==> config.mk <==
export PLATFORM = sky130hd
export DESIGN_NAME = thp_temp
export DESIGN_NICKNAME = d
export VERILOG_FILES = /design/src/hdl/thp_pkg.sv /design/src/hdl/thp_temp.sv
export SDC_FILE = /design/constraint.sdc
export NUM_CORES = 2
export LEC_CHECK = 0
export BUFFER_PORTS_ARGS = -buffer_cell sky130_fd_sc_hd__buf_2
export CORE_ASPECT_RATIO = 0.7
export CORE_UTILIZATION = 38
export DETAILED_ROUTE_END_ITERATION = 10
export PLACE_DENSITY = 0.68
export SETUP_SLACK_MARGIN = 0.4
export SLEW_MARGIN = 15
export SYNTH_ARGS = -nofsm -noshare
export SYNTH_HDL_FRONTEND = slang
export SYNTH_SLANG_ARGS = --single-unit
==> constraint.sdc <==
create_clock -name clock -period 6.7 [get_ports clock]
set_input_delay 0.335 -clock clock [delete_from_list [all_inputs] [get_ports clock]]
set_output_delay 0.335 -clock clock [all_outputs]
set_load 0.01 [all_outputs]
==> src/hdl/thp_pkg.sv <==
// shared types, constants and helper functions of the sensor compensation unit
// used by every module of the block except thp_mul64, no dependencies

package thp_pkg;

   // configuration register indexes
   localparam int CSR_INDEX_W = 3;
   localparam int CSR_DATA_W  = 48;

   typedef enum logic [CSR_INDEX_W-1:0] {
      CSR_TEMP_TRIM    = 3'd0,
      CSR_PRESS_TRIM_A = 3'd1,
      CSR_PRESS_TRIM_B = 3'd2,
      CSR_PRESS_TRIM_C = 3'd3,
      CSR_HUM_TRIM_A   = 3'd4,
      CSR_HUM_TRIM_B   = 3'd5
   } thp_csr_type;

   // pipeline depths
   localparam int TEMP_LAT  = 5;
   localparam int DIV_STEPS = 64;
   localparam int PRESS_LAT = 15 + DIV_STEPS;
   localparam int HUM_LAT   = 10;
   localparam int TOTAL_LAT = TEMP_LAT + PRESS_LAT;

   // formula constants
   localparam logic [63:0] TFINE_OFS_P  = 64'd128000;
   localparam logic [63:0] PRESS_BASE   = 64'd1048576;
   localparam logic [63:0] PRESS_SCALE  = 64'd3125;
   localparam logic [31:0] TFINE_OFS_H  = 32'd76800;
   localparam logic [31:0] HUM_MAX      = 32'd419430400;
   localparam logic [31:0] HUM_BIAS_Y   = 32'd2097152;
   localparam logic [31:0] HUM_ROUND_X  = 32'd16384;
   localparam logic [31:0] HUM_BIAS_H3  = 32'd32768;
   localparam logic [31:0] HUM_ROUND_Y  = 32'd8192;
   localparam logic [31:0] TEMP_ROUND   = 32'd128;
   localparam logic [63:0] PRESS_ONE_47 = 64'h0000_8000_0000_0000;

   // trim words split out of the configuration registers
   typedef struct packed {
      logic [15:0] t1;
      logic [15:0] t2;
      logic [15:0] t3;
      logic [15:0] p1;
      logic [15:0] p2;
      logic [15:0] p3;
      logic [15:0] p4;
      logic [15:0] p5;
      logic [15:0] p6;
      logic [15:0] p7;
      logic [15:0] p8;
      logic [15:0] p9;
      logic [7:0]  h1;
      logic [15:0] h2;
      logic [7:0]  h3;
      logic [11:0] h4;
      logic [11:0] h5;
      logic [7:0]  h6;
   } thp_trim_type;

   function automatic logic [31:0] sx32_16(input logic [15:0] x);
      return {{16{x[15]}}, x};
   endfunction

   function automatic logic [31:0] sx32_12(input logic [11:0] x);
      return {{20{x[11]}}, x};
   endfunction

   function automatic logic [31:0] sx32_8(input logic [7:0] x);
      return {{24{x[7]}}, x};
   endfunction

   function automatic logic [63:0] sx64_16(input logic [15:0] x);
      return {{48{x[15]}}, x};
   endfunction

   function automatic logic [63:0] sx64_32(input logic [31:0] x);
      return {{32{x[31]}}, x};
   endfunction

   function automatic logic [31:0] asr32(input logic [31:0] x, input int n);
      return 32'($signed(x) >>> n);
   endfunction

   function automatic logic [63:0] asr64(input logic [63:0] x, input int n);
      return 64'($signed(x) >>> n);
   endfunction

endpackage

==> src/hdl/thp_temp.sv <==
// temperature stages: fine temperature, centidegree result and the
// offsets that feed the pressure and humidity paths, depends on thp_pkg

module thp_temp (
   input  logic                clock,
   input  logic                en,
   input  thp_pkg::thp_trim_type trim,
   input  logic [19:0]         raw_temp,
   input  logic [19:0]         raw_press,
   input  logic [15:0]         raw_hum,
   output logic [31:0]         temp_centideg,
   output logic [63:0]         press_ofs,
   output logic [31:0]         hum_ofs,
   output logic [19:0]         raw_press_d,
   output logic [15:0]         raw_hum_d
);

   localparam int LAT = thp_pkg::TEMP_LAT;

   logic [31:0] a_ff;
   logic [31:0] d_ff;
   logic [31:0] m1_ff;
   logic [31:0] dd_ff;
   logic [31:0] v1_ff;
   logic [31:0] e_ff;
   logic [31:0] tf_ff;
   logic [31:0] temp_ff;
   logic [63:0] pofs_ff;
   logic [31:0] hofs_ff;
   logic [19:0] ap_ff [LAT];
   logic [15:0] ah_ff [LAT];
   logic [31:0] t1z;

   assign t1z = {16'd0, trim.t1};

   always_ff @(posedge clock) begin
      if (en) begin
         a_ff    <= {15'd0, raw_temp[19:3]} - {t1z[30:0], 1'b0};
         d_ff    <= {16'd0, raw_temp[19:4]} - t1z;
         m1_ff   <= a_ff * thp_pkg::sx32_16(trim.t2);
         dd_ff   <= d_ff * d_ff;
         v1_ff   <= thp_pkg::asr32(m1_ff, 11);
         e_ff    <= thp_pkg::asr32(dd_ff, 12) * thp_pkg::sx32_16(trim.t3);
         tf_ff   <= v1_ff + thp_pkg::asr32(e_ff, 14);
         temp_ff <= thp_pkg::asr32(tf_ff * 32'd5 + thp_pkg::TEMP_ROUND, 8);
         pofs_ff <= thp_pkg::sx64_32(tf_ff) - thp_pkg::TFINE_OFS_P;
         hofs_ff <= tf_ff - thp_pkg::TFINE_OFS_H;
         ap_ff[0] <= raw_press;
         ah_ff[0] <= raw_hum;
         for (int i = 1; i < LAT; i++) begin
            ap_ff[i] <= ap_ff[i-1];
            ah_ff[i] <= ah_ff[i-1];
         end
      end
   end

   assign temp_centideg = temp_ff;
   assign press_ofs     = pofs_ff;
   assign hum_ofs       = hofs_ff;
   assign raw_press_d   = ap_ff[LAT-1];
   assign raw_hum_d     = ah_ff[LAT-1];

endmodule

### After elaboration in Yosys (flattened, before gate mapping)

Memory sizes are Yosys's and may differ from the RTL's.
Cells that the tools add are included.

| storage, ports and cells | value |
|---|---|
| bits in registers | 323 |
| RAM bits | 180 |
| bits of input ports | 314 |
| output and inout port bits | 164 |
| word-level logic and storage cells | 24 |
| memories | 2 |

| cells by class | value |
|---|---|
| add/sub/neg operators | 6 |
| multipliers | 4 |
| mux-type cells | 2 |

Memories:

| memory | words | bits a word | rd ports | clocked after memory_dff | write ports | line | RTL |
|---|---|---|---|---|---|---|---|
| ap_ff | 5 | 20 | 5 | 0 | 5 | thp_temp.sv:30 | `logic [19:0] ap_ff [LAT];` |
| ah_ff | 5 | 16 | 5 | 0 | 5 | thp_temp.sv:31 | `logic [15:0] ah_ff [LAT];` |

Operators by type and width:

| cell | count |
|---|---|
| $add 32x8->32 const B | 1 |
| $mul 20x16->32 | 1 |
| $mul 32x16->32 | 1 |
| $mul 32x3->32 const B | 1 |
| $mul 32x32->32 | 1 |
| $sub 32x17->32 const B | 1 |
| $sub 22x18->23 const B | 1 |
| $add 21x18->22 | 1 |
| $sub 17x17->18 | 1 |
| $sub 16x16->17 | 1 |
| $mux 1 | 2 |

### Depth between registers and ports, before layout

| logic depth | value |
|---|---|
| depth after elaboration | 2 |
| depth in mapped cells | 27 |
| mapped depth without buffers | 26 |

### Least setup slack after synthesis

Ideal clock, no wire load.

| timing | value |
|---|---|
| kind | reg-to-reg |
| start point | reg a_ff[30] (netlist name) |
| end point | reg dd_ff[31], data pin |
| setup time | 260 ps |
| data arrival time | 6,815 ps |
| data required time | 6,440 ps |
| path slack | -375 ps |
| cell stages (with the launch flop) | 22 |
| path buffers | 1 |
| clock period less this slack | 7,075 ps |
| path through | edfxtp_1 -> clkbuf_1 -> nand2_1 -> fa_1 -> inv_1 -> ha_1 -> xor2_1 -> fa_1 -> inv_1 -> fa_1 -> inv_1 -> fa_1 -> fa_1 -> fa_1 -> fa_1 -> ha_1 -> nand4_1 -> or2_2 -> o211a_1 -> o311ai_1 -> a21oi_1 -> xnor2_1 |

RTL lines:

| item | line | RTL |
|---|---|---|
| end signal, assigned | thp_temp.sv:41 | `dd_ff <= d_ff * d_ff;` |
| end, declared | thp_temp.sv:23 | `logic [31:0] dd_ff;` |

==> reports/results.txt <==
Status = finished, violations left
Failing checks = setup timing
CP Launch Type = register
Fin worst setup slack = -0.203 ns
Via/cell ratio = 4.72
# setup viols final = 6
Synthesis-stage register bit count = 368
Mean Syn Cell Area = 10.8 µm²
Kind of critical path = register to register
N_diodes = 0
Vias in the first global route = 32300
Pins Over Slew Limit = 0
Layout Cells excl Fill = 6394
# rows = 106
All-Layer GR Usage = 17.9%
Grt ovf = 0
Die area = 124000 µm²
Ranking of synthesized cells by area = fa_1, edfxtp_1, ha_1, inv_1, and2_1
Pre-CTS setup slack = -0.426 ns
Clock Latency Late Sink = 0.64 ns
Top-area cell type share of the netlist area = 37.2%
Final hold violations = 0
Worst Setup End Kind = register
Mapped Area = 46500 µm²
First-pass GRT wire length = 174000 µm
Worst min path class = input port to register
Clk_skew = 0.0877 ns
Buffers added on ports = 266
Initial antenna violation count = 1
Layout Nets = 6318
Leading register cell type out of synthesis = edfxtp_1
Die width = 420 µm
Post-route ant nets = 0
Cts bufs inserted = 41
Mapped Cells = 4290
WL/cell = 17.0 µm
First DRT Iteration DRCs = 2013
Syn_nets = 5863
H-tree depth = 2
Initial DRT Pass Iterations = 5
Root buffer cell = clkbuf_16
Area delta synth->final = 17.6%
Top Ports = 478
Tightest Pin Transition = 0.974 ns
Starting Density = 38.6%
RSZ-0062 raised after global routing = yes
FFs w/ async S/R, synth = 0%
Gpl congestion = 0.898
Reg clk slew, reported paths = 0.09 ns
CP required = 7.00 ns
CORE AREA = 120000 µm²
Syn. warnings = 0
Cell taking the most area after synthesis = fa_1
HPWL after DPL = 87400 µm
Commonest cells after routing, fill and taps aside = inv_1, fa_1, nand2_1
Share of cells above drive strength 1 = 19.4%
Post-Place Cells = 6207
Data arrival, critical path = 7.20 ns
DR vias = 30200
Clk sinks = 368
Largest net degree at the start of global routing = 172
Fmax = 145 MHz
MaxCap Viol Count = 0
Critical path peak fanout = 4
Die H = 295 µm
DRT Wirelength = 109000 µm
Seq/Total Area, Yosys = 23.8%
Period minus WS final = 6.90 ns
Fin crit share = 103%
CTS tree = built
Post-synth EDFFs = 368
Commonest non-fill, non-tap cell in the layout = inv_1
Netlist cell types = 72
Clock Tree Buf Depth = 3
Slew headroom = 35.1%
Drt drc = 0
==> metal layers <==
layer  GRT usage, %  share of wire [%]  vias up
met1           25.4                 45    15100
li1               -                  -    13800
met4           3.56                1.8        2
met5              0              0.012        -
met3           4.88                9.4      133
met2           27.5                 44     1093
==> path summary, 6_finish.rpt <==
kind                          startpoint                endpoint  slack [ns]  depth (start not counted)
hold / removal                 trim[240]       a_ff[1]$_DFFE_PP_        0.09                          3
setup reg to reg       a_ff[8]$_DFFE_PP_     dd_ff[29]$_DFFE_PP_       -0.20                         23
setup / recovery       a_ff[8]$_DFFE_PP_     dd_ff[29]$_DFFE_PP_       -0.20                         23
hold reg to reg   ah_ff[0][33]$_DFFE_PP_  ah_ff[0][49]$_DFFE_PP_        0.40                          0
==> cell type report <==
| type | instances | area (µm²) |
|---|---|---|
| inverter | 1015 | 3810 |
| clock buffer | 45 | 1040 |
| timing repair buffer | 649 | 4990 |
| multi-input combinational | 2670 | 31500 |
| clock inverter | 27 | 221 |
| fill | 11000 | 65700 |
| sequential | 368 | 11100 |
| tap | 1620 | 2030 |
==> what timing repair did <==
action | in CTS | in global routing
pin swaps | 91 | 129
resized for setup | 119 | 181
endpoints found under the setup margin | 33 | 43
endpoints found under the hold margin | 37 | 0
buffers inserted | 37 | 38
hold buffers | 37 | 0
gates cloned | 2 | 1
==> sequential cells by signal, indices dropped and copies added (netlist names) <==
| register | count |
|---|---|
| e_ff | 18 |
| dd_ff | 20 |
| m1_ff | 21 |
| hum_ofs | 21 |
| a_ff | 18 |
| tf_ff | 22 |
| press_ofs | 23 |
| ah_ff | 80 |
| temp_centideg | 24 |
| v1_ff | 21 |
| ap_ff | 100 |
==> synthesized netlist by cell type (all sizes together), types with 3 or more instances <==
cell type,number
a2111oi,3
a211o,3
a211oi,11
a21boi,10
a21o,34
a21oi,58
a311oi,8
a31o,4
a31oi,6
a41oi,3
and2,309
and3,9
and4,3
buf,102
clkbuf,135
edfxtp,368
fa,864
ha,395
inv,1013
mux2i,3
nand2,431
nand2b,26
nand3,20
nand4,11
nor2,98
nor2b,19
nor3,23
o211ai,4
o21a,20
o21ai,42
o21bai,6
o31ai,6
or2,10
or3,5
xnor2,146
xor2,47
==> cells by family (layout without fill, tap and decap cells) <==
family | count (synthesis) | in the layout | share of synthesized area, %
fa+ha+maj | 1259 | 1259 | 47.8
buf+inv | 1252 | 1736 | 10.9
simple gates | 976 | 976 | 10.2
flops | 368 | 368 | 23.8
compound gates | 239 | 239 | 3.62
xor+xnor | 193 | 193 | 3.63
mux | 3 | 3 | 0.0646
==> per-stage QoR <==
step | hold slack (ns) | area [µm²] | TNS [ns] | utilization, %
final | 0.0902 | 54700 | -0.697 | 45.4
after global routing | 0.0697 | 54700 | -2.96 | 45.4
after CTS | 0.0399 | 53600 | -0.373 | 44.5
after detailed placement | 0.405 | 51100 | -3.15 | 42.5
after global placement | 0.400 | 51100 | -1.45 | 42.5
after floorplan | 0.400 | 46800 | 0 | -
==> critical path, stage by stage, from the launching register on <==
cell and delay (ns):
edfxtp_1 0.46, buf_6 0.17, buf_16 0.13, and2_4 0.14, fa_1 0.47, fa_2 0.50, fa_1 0.54, inv_2 0.04
fa_1 0.49, inv_2 0.04, fa_1 0.44, fa_1 0.51, fa_1 0.43, fa_1 0.54, ha_4 0.21, a21o_1 0.17
a21o_1 0.18, a21oi_2 0.14, nor2_1 0.06, a211oi_2 0.27, o211a_4 0.23, o31a_1 0.17, o21bai_1 0.09, xor2_1 0.15
Power is left out: the tool's default activity adds up to more than one toggle a clock period on the data nets, which glitch-free logic cannot reach.
